### config.mk
export PLATFORM = sky130hd
export DESIGN_NAME = npm_axis_cell
export DESIGN_NICKNAME = d
export VERILOG_FILES = /design/src/hw/rtl/npm_pkg.sv /design/src/hw/rtl/npm_axis_cell.sv
export SDC_FILE = /design/constraint.sdc
export NUM_CORES = 2
export LEC_CHECK = 0
export ABC_AREA = 1
export BUFFER_PORTS_ARGS = -buffer_cell sky130_fd_sc_hd__buf_2
export CAP_MARGIN = 30
export CELL_PAD_IN_SITES_DETAIL_PLACEMENT = 2
export CELL_PAD_IN_SITES_GLOBAL_PLACEMENT = 2
export CORE_MARGIN = 2
export CORE_UTILIZATION = 41
export CTS_BUF_LIST = sky130_fd_sc_hd__clkbuf_2 sky130_fd_sc_hd__clkbuf_4 sky130_fd_sc_hd__clkbuf_8
export CTS_CLUSTER_SIZE = 14
export DETAILED_ROUTE_END_ITERATION = 12
export PLACE_DENSITY_LB_ADDON = 0.25
export SLEW_MARGIN = 5
export SYNTH_ARGS = -nofsm -noshare
export SYNTH_HDL_FRONTEND = slang
export SYNTH_SLANG_ARGS = --single-unit
export TNS_END_PERCENT = 30
### constraint.sdc
create_clock -name clk -period 14.76 [get_ports clk]
set_input_delay 1.476 -clock clk [delete_from_list [all_inputs] [get_ports clk]]
set_output_delay 1.476 -clock clk [all_outputs]
set_load 0.02 [all_outputs]
### src/hw/rtl/npm_pkg.sv
// Package with shared types and constants for the nearest point matcher.
package npm_pkg;

  localparam int COORD_W  = 32;
  localparam int KIND_W   = 2;
  localparam int STATUS_W = 3;
  localparam int INDEX_W  = 10;
  localparam int DIMS_W   = 2;
  localparam int THRESH_W = 48;
  localparam int CFG_IDX_W = 1;

  localparam logic [KIND_W-1:0] KIND_LOAD  = 2'd0;
  localparam logic [KIND_W-1:0] KIND_QUERY = 2'd1;
  localparam logic [KIND_W-1:0] KIND_CLEAR = 2'd2;

  localparam logic [STATUS_W-1:0] STATUS_LOADED  = 3'd0;
  localparam logic [STATUS_W-1:0] STATUS_FULL    = 3'd1;
  localparam logic [STATUS_W-1:0] STATUS_MATCH   = 3'd2;
  localparam logic [STATUS_W-1:0] STATUS_NOMATCH = 3'd3;
  localparam logic [STATUS_W-1:0] STATUS_CLEARED = 3'd4;

  localparam logic [CFG_IDX_W-1:0] REG_DIMENSIONS      = 1'd0;
  localparam logic [CFG_IDX_W-1:0] REG_MATCH_THRESHOLD = 1'd1;

  localparam logic [DIMS_W-1:0]   DIMS_RESET   = 2'd3;
  localparam logic [THRESH_W-1:0] THRESH_RESET = 48'd1;

  // Control that travels with each target down the chain.
  typedef struct packed {
    logic valid;
    logic last;
  } ctl_t;

endpackage

### src/hw/rtl/npm_axis_cell.sv
// One axis cell: adds the squared difference of one coordinate to the running sum when en is high.
module npm_axis_cell #(
  parameter int AXIS = 0,
  parameter int CW   = 32,
  parameter int SW   = 66,
  parameter int AW   = 10
) (
  input  logic              clk,
  input  logic              rst_n,
  input  logic              en,
  input  logic [CW-1:0]     query,
  input  npm_pkg::ctl_t     ctl_i,
  input  logic [AW-1:0]     idx_i,
  input  logic [3*CW-1:0]   pt_i,
  input  logic [SW-1:0]     sum_i,
  output npm_pkg::ctl_t     ctl_o,
  output logic [AW-1:0]     idx_o,
  output logic [3*CW-1:0]   pt_o,
  output logic [SW-1:0]     sum_o
);
  import npm_pkg::*;

  logic signed [CW:0] diff;
  logic [CW-1:0]      mag_a_r;
  ctl_t               ctl_a_r, ctl_b_r;
  logic [AW-1:0]      idx_a_r, idx_b_r;
  logic [3*CW-1:0]    pt_a_r, pt_b_r;
  logic [SW-1:0]      sum_a_r, sum_b_r;
  logic [2*CW-1:0]    sq;

  assign diff = $signed({query[CW-1], query})
              - $signed({pt_i[AXIS*CW+CW-1], pt_i[AXIS*CW +: CW]});
  // The difference never reaches -2^CW, so its magnitude fits in CW bits.
  assign sq = mag_a_r * mag_a_r;

  always_ff @(posedge clk) begin
    if (!rst_n) begin
      ctl_a_r <= '0;
      ctl_b_r <= '0;
    end else begin
      ctl_a_r <= ctl_i;
      ctl_b_r <= ctl_a_r;
    end
    mag_a_r <= diff[CW] ? CW'(-diff) : diff[CW-1:0];
    idx_a_r <= idx_i;
    pt_a_r  <= pt_i;
    sum_a_r <= sum_i;
    idx_b_r <= idx_a_r;
    pt_b_r  <= pt_a_r;
    sum_b_r <= en ? sum_a_r + SW'(sq) : sum_a_r;
  end

  assign ctl_o = ctl_b_r;
  assign idx_o = idx_b_r;
  assign pt_o  = pt_b_r;
  assign sum_o = sum_b_r;
endmodule

After elaboration in Yosys (flattened, before gate mapping)
Index checks and enable logic that the tools add are counted.
- add/sub/neg operators: 3
- multipliers: 1
- muxes and demuxes: 2
- operator list (cell ; count):
    $add A66 B64 Y66 ; 1
    $mux W66 ; 1
    $mul A32 B32 Y64 ; 1
    $sub A32 B32 Y33 ; 1
    $mux W32 ; 1
    $neg A32 Y32 ; 1
- bits in registers: 380
- bits of input ports: 209
- output and inout port bits: 174
- logic and storage cells: 17

Logic depth before layout (Yosys ltp)
- word-level depth: 3
- mapped depth: 34

Worst setup path after synthesis
OpenSTA, ideal clock, no wires.
- kind: reg2reg
- start: register mag_a_r[1]
- end: register sum_b_r[46], in the netlist sum_o[46]
- arrival: 6598 ps
- data required time: 14633 ps
- path slack: 8035 ps
- stages on the path, launching flop included: 29
- path buffers: 2
- clock period less this slack: 6725 ps
- path through: dfxtp_1 > clkbuf_1 > clkbuf_1 > nand2_1 > fa_1 > fa_1 > inv_1 > fa_1 > inv_1 > fa_1 > inv_1 > fa_1 > fa_1 > fa_1 > inv_1 > fa_1 > inv_1 > ha_1 > inv_1 > o21ai_0 > a21boi_0 > o21ai_0 > a21oi_1 > nand2_1 > nand2_1 > nand2_1 > or2_2 > nand3_1 > o21ai_0
- cells in the longest elaborated chain, start to end: 3
- RTL lines (item ; line ; source):
    start: declaration ; npm_axis_cell.sv:24 ; logic [CW-1:0] mag_a_r;
    start signal: assignment ; npm_axis_cell.sv:44 ; mag_a_r <= diff[CW] ? CW'(-diff) : diff[CW-1:0];
    $mul A32 B32 Y64 ; npm_axis_cell.sv:34 ; assign sq = mag_a_r * mag_a_r;
    $add A66 B64 Y66 ; npm_axis_cell.sv:50 ; sum_b_r <= en ? sum_a_r + SW'(sq) : sum_a_r;
    $mux W66 ; npm_axis_cell.sv:50 ;
    end signal: assignment ; npm_axis_cell.sv:50 ;
    end: declaration ; npm_axis_cell.sv:28 ; logic [SW-1:0] sum_a_r, sum_b_r;
No other way between the ends.
A chain may end at the register's enable or synchronous reset.

Worst setup path in the final report
- start: register mag_a_r[15]
- end: register sum_b_r[33], in the netlist sum_o[33]
Same word-level chain as after synthesis.

==> out/metrics.cfg <==
[outcome]
status = complete, no violations

[global_route]
grt_first_pass_wirelength_mm = 268.6
overflow = 0
grt_max_degree = 68
grt_pass1_vias = 43957
antenna_found_initial = 7
track_usage = 0.3245

[cts]
clk_pin_slew_worst_paths_ns = 0.06
cts_post_setup_buffers_inserted = 0
cts_max_level = 3
cts_tree = done
worstSkewPairLatency_ns = 0.77
cts-hold-fix-buffers = 0
cts_buffer_depth = 3
cts_resized = 0
cts_inserted_buffers = 74
clkSinkCount = 380
root_buffer = clkbuf_8

[worst_setup_path]
r2r-start = mag_a_r[15]
worst_r2r_path_depth = 26
cp_max_fo = 21
critPathRequiredTime_ns = 15.30
critPathArrivalTime_ns = 9.81
crit_path_end_kind = flip-flop
r2r_slack_ns = 5.49
r2r_end = sum_o[33]
crit_path_start_kind = flip-flop
crit_type = reg2reg

[routing]
viasPerCell = 5.051
via_count = 35732
wirelength_mm = 175.6
topRoutingLayerUsed = met5
route.met3.wl_mm = 7.743
drtPass1Iterations = 5
wl_met1_mm = 66.92
ant_nets = 0
wl_met2_mm = 92.56
drtIter0Drc = 1605
avgRoutedWirePerCell_um = 24.83
drc = 0

[timing]
drv_slew = 0
clock_skew_ns = 0.05795
setup_tns_ns = 0
fmax_mhz = 107.9
rsz0062_at_grt = no
fin_crit_sh = 0.6279
whs_ns = 0.3095
setup_viol = 0
post-route-min-period_ns = 9.268
hold_viol_final = 0
slew_headroom = 0.3135
worst_pin_slew_ns = 1.028

[floorplanning]
core_region_area_um2 = 106800
chipWidth_um = 331.5
initial_core_util = 0.4120
rows = 120
die_area_um2 = 109900
io_pins = 383
die_h_um = 331.5

[flow_run]
maxCapViolCount = 0

[final_layout]
area_growth_pct = 11.83
drive_above_1_share = 0.1039
fin_nets = 6992
fin_cells = 7074
nFillCells = 12018
post-route-util = 0.4607

[worst_hold_path]
holdPathStages = 0
hp-start = pt_a_r[53]
holdPathEnd = pt_o[53]
hold_path_class = reg2reg

[synthesis]
syn_avg_cell_area_um2 = 8.399
syn_area_um2 = 43980
synth_nets = 6616
postSynthCellCount = 5236
yosysWarnings = 0
ys_ff_latch = 380
synth.distinct_cells = 37
yosysSeqAreaShare = 0.1730

[placed_design]
routabilityCongestion = 0.9158
hpwlAfterDp_mm = 139.7
placedCellCount = 6939
port_buffers = 382

==> cell usage in the layout, fill, tap and decap left out, types with 4 or more instances in the layout <==
| cell | count |
|---|---|
| ha_1 | 297 |
| bufinv_16 | 4 |
| a31oi_1 | 13 |
| nor4_1 | 5 |
| a21o_1 | 13 |
| clkbuf_8 | 91 |
| or2_2 | 8 |
| buf_2 | 382 |
| a21boi_0 | 4 |
| a21oi_1 | 108 |
| fa_1 | 874 |
| xor2_1 | 35 |
| o21ai_0 | 123 |
| o21a_1 | 11 |
| nand3_2 | 5 |
| xnor2_1 | 44 |
| inv_1 | 1692 |
| dfxtp_1 | 380 |
| clkbuf_4 | 19 |
| nand2_2 | 14 |
| buf_4 | 34 |
| nand3_1 | 97 |
| clkinv_2 | 6 |
| nand2_1 | 1097 |
| nor2_2 | 8 |
| nor2_1 | 207 |
| nand3b_1 | 12 |
| nand4_1 | 29 |
| o21bai_1 | 14 |
| nor3_1 | 12 |
==> worst max-delay path by stage <==
stage,endpoint,from,cells after the start,slack (ns)
after detailed placement,sum_o[33],mag_a_r[15],26,5.88
after floorplan,sum_o[46],mag_a_r[1],28,8.04
final,sum_o[33],mag_a_r[15],26,5.49
after CTS,sum_o[33],mag_a_r[15],26,5.66
after global placement,sum_o[33],mag_a_r[15],24,6.26
after global routing,sum_o[33],mag_a_r[15],26,5.51
==> registers in the layout (all words and copies together), names as in the netlist <==
name and cells:
ctl_o 2, pt_a_r 96, sum_o 66, mag_a_r 32, idx_o 10, idx_a_r 10, pt_o 96, sum_a_r 66
ctl_a_r 2
==> per-stage QoR <==
step / instance area, µm² / worst slack (ns)
global placement: 47450 / 6.264
global route: 49180 / 5.515
detailed placement: 47460 / 5.877
floorplan: 43980 / 8.035
finish: 49180 / 5.492
CTS: 49170 / 5.655
==> Yosys cell counts <==
cell type     n  area share
clkbuf_1    111      0.0095
and3_1        1     0.00014
o2111ai_1     2     0.00040
nand2_2      14      0.0020
o31ai_1       1     0.00017
o211ai_1      2     0.00034
nand2_4       2     0.00051
o21ai_1       3     0.00034
a21o_1       13      0.0022
nor2_2        8      0.0011
nand3b_1     12      0.0020
o21bai_1     14      0.0024
nor3_1       12      0.0014
xor2_1       35      0.0070
inv_2         2     0.00017
nor4_1        5     0.00071
nor2_1      207       0.018
nand4_1      29      0.0041
or2_2         8      0.0011
nand3_2       5      0.0011
fa_1        874        0.40
nand3_1      97       0.011
buf_4         2     0.00034
ha_1        297       0.084
buf_1         3     0.00026
a31oi_1      13      0.0018
nand2_1    1097       0.094
and2_1        3     0.00043
o21a_1       11      0.0019
xor2_2        1     0.00037
o21ai_0     123       0.014
buf_6         1     0.00026
xnor2_1      44      0.0088
a21oi_1     108       0.012
a21boi_0      4     0.00068
inv_1      1692        0.14
dfxtp_1     380        0.17
==> layout make-up <==
type | instances | area, µm² | area share
inverter | 1694 | 6359 | 0.1293
antenna | 3 | 7.507 | 0.0001527
clock buffer | 110 | 1395 | 0.02837
tap | 1403 | 1755 | 0.03570
timing repair buffer | 417 | 2182 | 0.04437
clock inverter | 22 | 315.3 | 0.006411
sequential | 380 | 7607 | 0.1547
multi-input combinational | 3045 | 29560 | 0.6010
==> routing by layer <==
layer,track usage,vias up
li1,-,15573
met4,0.1431,4
met5,0,-
met1,0.3699,18636
met3,0.04519,453
met2,0.6010,1066
==> worst max-delay path, stage by stage (launching register included) <==
cell	delay (ns)
dfxtp_1	0.99
buf_4	0.52
nand2_1	0.22
fa_1	0.49
fa_1	0.54
inv_1	0.06
fa_1	0.49
inv_1	0.07
fa_1	0.56
inv_1	0.12
fa_1	0.63
inv_1	0.12
fa_1	0.54
inv_1	0.05
fa_1	0.48
inv_1	0.06
fa_1	0.48
inv_1	0.07
ha_1	0.35
inv_1	0.12
o21ai_0	0.13
a31oi_1	0.25
o21ai_0	0.11
a21oi_1	0.44
o21ai_0	0.38
xnor2_1	0.54
o21ai_0	0.22
==> kinds of logic after synthesis <==
family,Yosys count,share of synthesized area
compound gates,294,0.03656
xor+xnor,80,0.01610
fa+ha+maj,1171,0.4824
buf+inv,1811,0.1549
flops,380,0.1730
simple gates,1500,0.1371
Power is not shown: default switching activity piles up to over one toggle a cycle in this logic, so the estimate is an artifact.
