File: src/hw/rtl/npm_pkg.sv
// Package with shared types and constants for the nearest point matcher.
package npm_pkg;

  localparam int COORD_W  = 32;
  localparam int KIND_W   = 2;
  localparam int STATUS_W = 3;
  localparam int INDEX_W  = 10;
  localparam int DIMS_W   = 2;
  localparam int THRESH_W = 48;
  localparam int CFG_IDX_W = 1;

  localparam logic [KIND_W-1:0] KIND_LOAD  = 2'd0;
  localparam logic [KIND_W-1:0] KIND_QUERY = 2'd1;
  localparam logic [KIND_W-1:0] KIND_CLEAR = 2'd2;

  localparam logic [STATUS_W-1:0] STATUS_LOADED  = 3'd0;
  localparam logic [STATUS_W-1:0] STATUS_FULL    = 3'd1;
  localparam logic [STATUS_W-1:0] STATUS_MATCH   = 3'd2;
  localparam logic [STATUS_W-1:0] STATUS_NOMATCH = 3'd3;
  localparam logic [STATUS_W-1:0] STATUS_CLEARED = 3'd4;

  localparam logic [CFG_IDX_W-1:0] REG_DIMENSIONS      = 1'd0;
  localparam logic [CFG_IDX_W-1:0] REG_MATCH_THRESHOLD = 1'd1;

  localparam logic [DIMS_W-1:0]   DIMS_RESET   = 2'd3;
  localparam logic [THRESH_W-1:0] THRESH_RESET = 48'd1;

  // Control that travels with each target down the chain.
  typedef struct packed {
    logic valid;
    logic last;
  } ctl_t;

endpackage

File: src/hw/rtl/npm_best_cell.sv
// End cell of the chain: keeps the first target with the strictly smallest sum.
module npm_best_cell #(
  parameter int SW = 66,
  parameter int AW = 10
) (
  input  logic          clk,
  input  logic          rst_n,
  input  npm_pkg::ctl_t ctl_i,
  input  logic [AW-1:0] idx_i,
  input  logic [SW-1:0] sum_i,
  output logic [SW-1:0] best_sum_o,
  output logic [AW-1:0] best_idx_o,
  output logic          done_o
);
  import npm_pkg::*;

  logic [SW-1:0] best_sum_r;
  logic [AW-1:0] best_idx_r;
  logic          done_r;
  logic          take;

  // Index zero is always the first target of a scan.
  assign take = ctl_i.valid && ((idx_i == '0) || (sum_i < best_sum_r));

  always_ff @(posedge clk) begin
    if (!rst_n) begin
      done_r <= 1'b0;
    end else begin
      done_r <= ctl_i.valid && ctl_i.last;
    end
    if (take) begin
      best_sum_r <= sum_i;
      best_idx_r <= idx_i;
    end
  end

  assign best_sum_o = best_sum_r;
  assign best_idx_o = best_idx_r;
  assign done_o     = done_r;
endmodule

File: config.mk
export PLATFORM = sky130hd
export DESIGN_NAME = npm_best_cell
export DESIGN_NICKNAME = d
export VERILOG_FILES = /design/src/hw/rtl/npm_pkg.sv /design/src/hw/rtl/npm_best_cell.sv
export SDC_FILE = /design/constraint.sdc
export NUM_CORES = 1
export LEC_CHECK = 0
export BUFFER_PORTS_ARGS = -buffer_cell sky130_fd_sc_hd__buf_2
export CAP_MARGIN = 0
export CELL_PAD_IN_SITES_DETAIL_PLACEMENT = 2
export CELL_PAD_IN_SITES_GLOBAL_PLACEMENT = 2
export CORE_UTILIZATION = 30
export CTS_BUF_LIST = sky130_fd_sc_hd__clkbuf_16
export CTS_CLUSTER_DIAMETER = 200
export DETAILED_ROUTE_END_ITERATION = 16
export PLACE_DENSITY = 0.76
export SLEW_MARGIN = 15
export SYNTH_ARGS = -nofsm -noshare
export SYNTH_HDL_FRONTEND = slang
export SYNTH_SLANG_ARGS = --single-unit
export TNS_END_PERCENT = 5
File: constraint.sdc
create_clock -name clk -period 5.5 [get_ports clk]
set_input_delay 1.1 -clock clk [delete_from_list [all_inputs] [get_ports clk]]
set_output_delay 1.1 -clock clk [all_outputs]
set_load 0.02 [all_outputs]
# --- Yosys cells after proc, flatten, opt, wreduce, memory -nomap -nowiden ---
# Index checks and enable logic that the tools add are counted.
# W data, S select, Z words.
classes:
  n_reduce_logical: 4
  order_cmp: 1
ops:
  columns: ["cell", "n"]
  rows:
  - ["$lt A66 B66 Y1", 1]
  - ["$logic_not A10 Y1", 1]
  - ["$logic_and A1 B1 Y1", 2]
  - ["$logic_or A1 B1 Y1", 1]
word_totals:
  ff_bits: 77
  inputBits: 80
  out_inout_bits: 77
  wordCells: 8

# --- Depth between registers and ports, before layout ---
# Gate-level depths: netlist of the first run.
logic_depth:
  depth_word: 3
  depth_mapped: 8
  ltp_nobuf: 8

# --- Least setup slack after synthesis of the first run ---
# Ideal clock, no wire load.
synth_timing:
  kind: "input to register"
  startpoint: "input sum_i[27]"
  endpoint: "register best_idx_r[0] (netlist: best_idx_o[0]), enable pin"
  setup_slack_ps: 556
  t_arrival_ps: 4490
  required_ps: 5046
  path_stages: 7
  n_path_buf: 0
  setup_ps: 454
  cell_sequence: "ha_1 -> a21oi_1 -> o21ai_1 -> a221o_1 -> a2111oi_2 -> o32ai_1 -> o211ai_2"
synth_between:
  elab_chain_cells: 3
synth_lines:
  columns: ["item", "line", "rtl"]
  rows:
  - ["start, declared", "npm_best_cell.sv:10", "input logic [SW-1:0] sum_i,"]
  - ["$lt A66 B66 Y1", "npm_best_cell.sv:23", "assign take = ctl_i.valid && ((idx_i == '0) || (sum_i < best_sum_r));"]
  - ["$logic_or A1 B1 Y1", "npm_best_cell.sv:23", null]
  - ["$logic_and A1 B1 Y1", "npm_best_cell.sv:23", null]
  - ["net take", "npm_best_cell.sv:20", "logic take;"]
  - ["end signal, assigned", "npm_best_cell.sv:33", "best_idx_r <= idx_i;"]
  - ["end, declared", "npm_best_cell.sv:18", "logic [AW-1:0] best_idx_r;"]
# The timed path passes the listed nets, and every way through them passes these cells.
# A chain may end at the register's enable or synchronous reset.

# --- Worst setup path in the final report of the first run ---
layout_timing:
  startpoint: "input sum_i[57]"
  endpoint: "register best_idx_r[9] (netlist: best_idx_o[9]), enable pin"
# Same word-level chain as after synthesis.

==> results of run 1 <==
-- metrics by stage --
step | instances | power, mW | hold slack [ns]
finish | 662 | 1.86 | 0.955
CTS | 662 | 1.90 | 0.937
floorplan | 316 | 1.10 | 1.20
detailed placement | 646 | 1.31 | 1.30
global route | 662 | 1.98 | 0.940
global placement | 646 | 1.28 | 1.29
-- final timing paths --
check | to | cells past startpoint
worst min-delay path | best_idx_o[8]$_DFFE_PP_ | 1
worst max-delay path | best_idx_o[9]$_DFFE_PP_ | 9
worst max register to register | best_idx_o[9]$_DFFE_PP_ | 9
worst min register to register | best_sum_o[20]$_DFFE_PP_ | 6
-- logic make-up after synthesis --
family          after synthesis
fa+ha+maj                    65
flops                        77
simple gates                 55
compound gates               52
buf+inv                      67
-- sequential cells by signal, summed over array words and instances (netlist names) --
| register | count |
|---|---|
| best_sum_o | 66 |
| best_idx_o | 10 |
| done_o | 1 |
-- worst max-delay path: stages --
cell	delay, ns
buf_2	0.11
ha_1	0.31
a21oi_1	0.15
o21ai_1	0.08
a2111oi_0	0.66
nand4_1	0.17
o21bai_1	0.24
o211ai_4	0.21
buf_4	0.50
-- layout by cell type (no fill, tap or decap), drive strengths merged --
master and instances:
bufinv 1, clkinv 4, and4 2, nand4 11, o21bai 1, a21o 6
ha 65, a221o 3, nor2 3, clkbuf 9, dfxtp 1, a221oi 1
a21oi 26, inv 68, nand2 22, nand2b 2, a21boi 1, or4 1
nor3 2, buf 158, o32ai 1, edfxtp 76, clkinvlp 1, a2111oi 2
o211ai 1, o21ai 9, a211oi 1, nor4 6, and3 1, nand3 5
-- per-layer routing --
layer  part of all wire [%]  wire length [µm]  vias to the layer above  global-route usage, %
met5                   0.11                12                        -                      0
met3                    6.3               697                       23                   4.99
met1                     40              4390                     1474                   18.6
met4                    2.1               228                        2                   7.51
li1                       -                 -                     1489                      -
met2                     52              5720                      104                   31.2
-- final cells by class --
cell class	instances	area [µm²]
clock inverters	7	57.6
multi-input cells	172	1430
flip-flops and latches	77	2300
fillers	1345	7500
inverters	67	251
repair buffers	158	796
clock buffers	9	225
well taps	172	215
-- where the power goes --
| group | switching [mW] | total [mW] | internal [mW] |
|---|---|---|---|
| clock network | 0.231 | 0.575 | 0.344 |
| logic | 0.318 | 0.486 | 0.169 |
| registers | 0.0391 | 0.798 | 0.759 |
| total | 0.587 | 1.86 | 1.27 |
==> run_results.csv, run 1 <==
group,metric,value,unit
grt,antenna_found_initial,1,
synthesis,synth_top_cell_by_area,"edfxtp_1",
finish,final_area,5280,µm²
cts,tritoncts,"done",
synthesis,yosysUniqueCellTypes,27,
cts,cts.htree.levels,3,
synthesis,synth_edf_count,76,
synthesis,yosys.area_share.simple,7.02,%
finish,utilization,41.3,%
detailed_routing,drtIter0Drc,101,
cts,clockBufferDepth,2,
finish,layout-drive-gt1-share,35.1,%
run,max_cap_violations,0,
worst_setup_path,crit_path_start_kind,"primary input",
cts,clk_latency,0.34,ns
worst_setup_path,worstPathRequired,5.47,ns
finish,antenna-diode-count,0,
timing,worstMarginPinSlew,0.686,ns
detailed_routing,drc_errors,0,
synthesis,synth_warnings,0,
placed_design,dp_hpwl,9.20,mm
placed_design,place_area,4990,µm²
cts,clk_pin_slew_worst_paths,0.06,ns
detailed_routing,final_antenna_net_count,0,
synthesis,muxShareOfSynthArea,0,%
cts,cts_root_buf,"clkbuf_16",
worst_setup_path,cp-end-kind,"register",
synthesis,post-synth-top-area-fraction,57.4,%
synthesis,synth_compound_area_share,8.22,%
timing,setup_viol,0,
status,outcome,"finished clean",
cts,clock-sinks,77,
synthesis,synth_nets,461,
synthesis,yosys.area_share.adder,20.5,%
die,num_io_pins,157,
worst_setup_path,reg2reg_slack,2.41,ns
grt,grt_pass1_vias,3498,
worst_setup_path,cp.arrival,3.55,ns
timing,fin_crit_sh,65.0,%
cts,cts_made_buffers,9,
synthesis,synthArstFlopShare,0,%
timing,hold_viol,0,
worst_setup_path,cp_max_fo,42,
detailed_routing,wl,11.0,mm
synthesis,synth-main-ff-cell,"edfxtp_1",
placed_design,pre_cts_ws,1.58,ns
finish,finalNetCount,630,
worst_setup_path,startpoint,"sum_i[57]",
grt,grt_max_degree,43,
synthesis,synth.area.top_cells,"edfxtp_1 57%, ha_1 20%, inv_1 6.3%",
synthesis,yosys_register_bits,77,
synthesis,syn_area,3970,µm²
synthesis,syn_area_per_cell,12.6,µm²
placed_design,io_buffer_count,156,
cts,post_cts_buffers,0,
timing,rsz0062_at_grt,"false",
detailed_routing,first_pass_iters,4,
synthesis,yosysMostFrequentCell,"edfxtp_1",
timing,max_slew_margin,53.1,%
grt,globalRouteOverflowTotal,0,
cts,post_cts_resized,0,
detailed_routing,wl_per_cell,16.7,µm
grt,grt_usage,17.2,%
finish,area_growth,32.8,%
synthesis,netlist_instances,316,
timing,skew,0.00635,ns
grt,grt_pass1_wl,17.3,mm
power_and_ir_drop,power_density,352,nW/µm²
die,die_x,117,µm
die,dieArea,13700,µm²
synthesis,ys_top_cells_by_count,"76 x edfxtp_1, 67 x inv_1, 65 x ha_1, 26 x a21oi_1, 22 x nand2_1",
timing,fin_setup_tns,0,ns
timing,max_freq,280,MHz
power_and_ir_drop,leakagePower,2.57,nW
power_and_ir_drop,ir_drop,142,µV
cts,ctsHoldBuffers,0,
min_path,hp-class,"in -> reg",
timing,slew_violations,0,
die,start_util,31.1,%
synthesis,seq_area_frac_synth,58.0,%
detailed_routing,via_count,3092,
synthesis,synth_top_family_by_area,"adder cells",
timing,setup_ws,1.92,ns
die,design.core.area,12800,µm²
worst_setup_path,r2r-start,"best_sum_o[63]$_DFFE_PP_",
die,rows,41,
worst_setup_path,worstSetupPathType,"in -> reg",
min_path,min_from,"idx_i[8]",
detailed_routing,viasPerCell,4.67,
timing,fin_crit,3.58,ns
placed_design,gp_congestion,0.751,
synthesis,synthXorXnorAreaFrac,0,%
die,die_h,117,µm
Power figures use the tool's default switching activity.
==> run 2, diff against run 1 <==
--- a/config.mk
+++ b/config.mk
@@ -5,6 +5,7 @@
 export SDC_FILE = /design/constraint.sdc
 export NUM_CORES = 1
 export LEC_CHECK = 0
+export ABC_AREA = 1
 export BUFFER_PORTS_ARGS = -buffer_cell sky130_fd_sc_hd__buf_2
 export CAP_MARGIN = 0
 export CELL_PAD_IN_SITES_DETAIL_PLACEMENT = 2
@@ -13,7 +14,7 @@
 export CTS_BUF_LIST = sky130_fd_sc_hd__clkbuf_16
 export CTS_CLUSTER_DIAMETER = 200
 export DETAILED_ROUTE_END_ITERATION = 16
-export PLACE_DENSITY = 0.76
+export PLACE_DENSITY = 0.78
 export SLEW_MARGIN = 15
 export SYNTH_ARGS = -nofsm -noshare
 export SYNTH_HDL_FRONTEND = slang
==> constraint.sdc (replaced) <==
create_clock -name clk -period 3.3 [get_ports clk]
set_input_delay 0.66 -clock clk [delete_from_list [all_inputs] [get_ports clk]]
set_output_delay 0.66 -clock clk [all_outputs]
set_load 0.02 [all_outputs]
==> run 2 against run 1 <==
Net effect:
- non-clock buffer count unchanged
- largest power group unchanged
- core utilization is 0.55 points lower
- critical path depth up 4
- count of clock-buffer cells in the layout unchanged
- total power increased by 39%
- synthesized cell count is 22% higher
- die area grew 4.0%
==> run_results.csv, run 2 <==
group,metric,value,unit
status,outcome,"finished clean",
worst_setup_path,crit_family,"simple AND/OR/NAND/NOR gates",
synthesis,synth-main-ff-cell,"edfxtp_1",
cts,clk_pin_slew_worst_paths,0.06,ns
synthesis,synth_top_cell_by_area,"edfxtp_1",
grt,use_met2,30.6,%
cts,post_cts_resized,0,
detailed_routing,via_count,3298,
detailed_routing,drtIter0Drc,50,
worst_setup_path,crit_path_top_delay_cell,"buf_12",
finish,finalNetCount,701,
detailed_routing,first_pass_iters,4,
timing,fin_crit,2.41,ns
timing,max_freq,415,MHz
finish,largest_register_ff_count,66,
cts,ctsHoldBuffers,0,
synthesis,post-synth-top-area-fraction,55.2,%
power_and_ir_drop,switchingPower,736,µW
synthesis,yosysUniqueCellTypes,17,
cts,cts_root_buf,"clkbuf_16",
grt,top_usage_layer,"met2",
cts,cts.htree.levels,3,
grt,globalRouteOverflowTotal,0,
die,rows,42,
die,die_h,119,µm
synthesis,yosysMostFrequentCell,"inv_1",
synthesis,synthArstFlopShare,0,%
worst_setup_path,cp-end-kind,"register",
cts,tritoncts,"done",
die,start_util,31.0,%
worst_setup_path,crit_path_start_kind,"primary input",
grt,grt_pass1_wl,18.0,mm
worst_setup_path,cp.arrival,2.42,ns
synthesis,synth.area.top_cells,"edfxtp_1 55%, ha_1 20%, inv_1 8.0%",
finish,final_common_cell,"buf_2",
die,num_io_pins,157,
placed_design,dpl.cell_count,721,
finish,layout.cells.non_filler,739,
power_and_ir_drop,power_frac_comb,19.4,%
grt,met3_usage,3.54,%
timing,worstMarginPinSlew,0.317,ns
power_and_ir_drop,seq_power_share,46.4,%
power_and_ir_drop,clkPwrFrac,34.2,%
placed_design,gp_congestion,0.748,
synthesis,ys_top_cells_by_count,"88 x inv_1, 80 x nand2_1, 76 x edfxtp_1, 65 x ha_1, 28 x a21oi_1",
grt,antenna_found_initial,2,
synthesis,seq_area_frac_synth,55.7,%
worst_setup_path,max_stage_delay,0.32,ns
worst_setup_path,crit_buf_inv,2,
synthesis,syn_area,4130,µm²
cts,cts_made_buffers,9,
placed_design,io_buffer_count,156,
worst_setup_path,cp_max_fo,58,
detailed_routing,final_antenna_net_count,0,
grt,grt_pass1_vias,3686,
worst_setup_path,worstPathRequired,3.31,ns
timing,rsz0062_at_grt,"false",
power_and_ir_drop,leakagePower,2.77,nW
synthesis,netlist_instances,387,
worst_setup_path,crit_path_frequent_cell,"nand2_1",
timing,fin_setup_tns,0,ns
synthesis,synth_nets,532,
cts,clock-sinks,77,
placed_design,dp_hpwl,9.42,mm
detailed_routing,wl,11.4,mm
synthesis,synth_warnings,0,
synthesis,syn_area_per_cell,10.7,µm²
timing,skew,0.00921,ns
finish,area_growth,31.6,%
timing,max_slew_margin,78.8,%
worst_setup_path,worstSetupPathType,"in -> reg",
timing,slew_violations,0,
cts,clk_latency,0.34,ns
finish,layout_common_cells,"156 x buf_2, 90 x inv_1, 80 x nand2_1",
power_and_ir_drop,netSwitchingFraction,28.5,%
synthesis,yosys_register_bits,77,
die,design.core.area,13300,µm²
die,die_x,119,µm
power_and_ir_drop,p_int,1.85,mW
worst_setup_path,crit_chain,"buf_2 -> ha_1 -> nand2_1 -> nor2_1 -> and2_1 -> nand2_1 -> nor2_2 -> nand3_1 -> nand2_1 -> nor2_1 -> nand2_1 -> a21oi_4 -> buf_12",
grt,grt_usage,16.7,%
timing,setup_viol,0,
detailed_routing,wl_per_cell,15.4,µm
grt,grt_max_degree,59,
detailed_routing,drc_errors,0,
detailed_routing,viasPerCell,4.46,
die,dieArea,14300,µm²
finish,layout-drive-gt1-share,30.8,%
timing,hold_viol,0,
cts,post_cts_buffers,0,
synthesis,synth_edf_count,76,
cts,clockBufferDepth,2,
timing,fin_crit_sh,73.0,%
min_path,hp-class,"in -> reg",
grt,use_met1,18.6,%
power_and_ir_drop,power_density,475,nW/µm²
run,max_cap_violations,0,
power_and_ir_drop,ir_drop,233,µV
## run 2: cell types whose count changed after synthesis, sizes merged, moves of 3 or more
cell	delta
nand2	+58
inv	+21
nor2	+21
nand4	-6
o21ai	-6
nor4	-4
a221o	-3
## run 2: cells by family after synthesis
| logic type | synth area share [%] |
|---|---|
| flops | 55.7 |
| compound gates | 4.84 |
| fa+ha+maj | 19.7 |
| simple gates | 11.8 |
| buf+inv | 7.99 |
## run 2: cell type report
class	instances	area (µm²)
Inverter	88	330
Clock buffer	9	225
Multi-Input combinational cell	222	1510
Timing Repair Buffer	158	808
Antenna cell	2	5.00
Tap cell	176	220
Sequential cell	77	2300
Clock inverter	7	35.0
Fill cell	1480	7910
## run 2: power by group through the flow
| stage | Sequential, mW | Clock [mW] | Combinational, mW |
|---|---|---|---|
| 2_1_floorplan | 1.30 | 0 | 0.204 |
| 3_3_place_gp | 1.22 | 0 | 0.482 |
| 3_5_place_dp | 1.22 | 0 | 0.511 |
| 4_1_cts | 1.20 | 0.912 | 0.516 |
| 5_1_grt | 1.20 | 0.944 | 0.568 |
| 6_report | 1.20 | 0.882 | 0.501 |
## run 2: stage by stage
stage,power [mW],util (%),hold slack [ns],instance area (µm²),setup WS [ns]
after CTS,2.63,40.7,0.498,5430,0.847
after global routing,2.72,40.7,0.502,5430,0.695
after global placement,1.70,38.8,0.853,5170,0.497
final,2.58,40.7,0.510,5440,0.890
after detailed placement,1.73,38.8,0.855,5170,0.489
after floorplan,1.51,-,0.759,4150,0.00636
## run 2: worst paths after layout
check	startpoint	endpoint	slack (ns)	depth (start not counted)
worst max-delay path	sum_i[37]	best_sum_o[64]$_DFFE_PP_	0.89	13
worst min-delay path	idx_i[0]	best_idx_o[0]$_DFFE_PP_	0.51	1
worst max register to register	best_sum_o[65]$_DFFE_PP_	best_sum_o[64]$_DFFE_PP_	0.93	12
worst min register to register	best_sum_o[65]$_DFFE_PP_	best_idx_o[4]$_DFFE_PP_	1.53	11
## run 2: metal layers
layer	vias up	wire (µm)	share of wire [%]
li1	1625	-	-
met4	0	189	1.7
met3	13	597	5.3
met5	-	0	0
met2	99	5880	52
met1	1561	4690	41
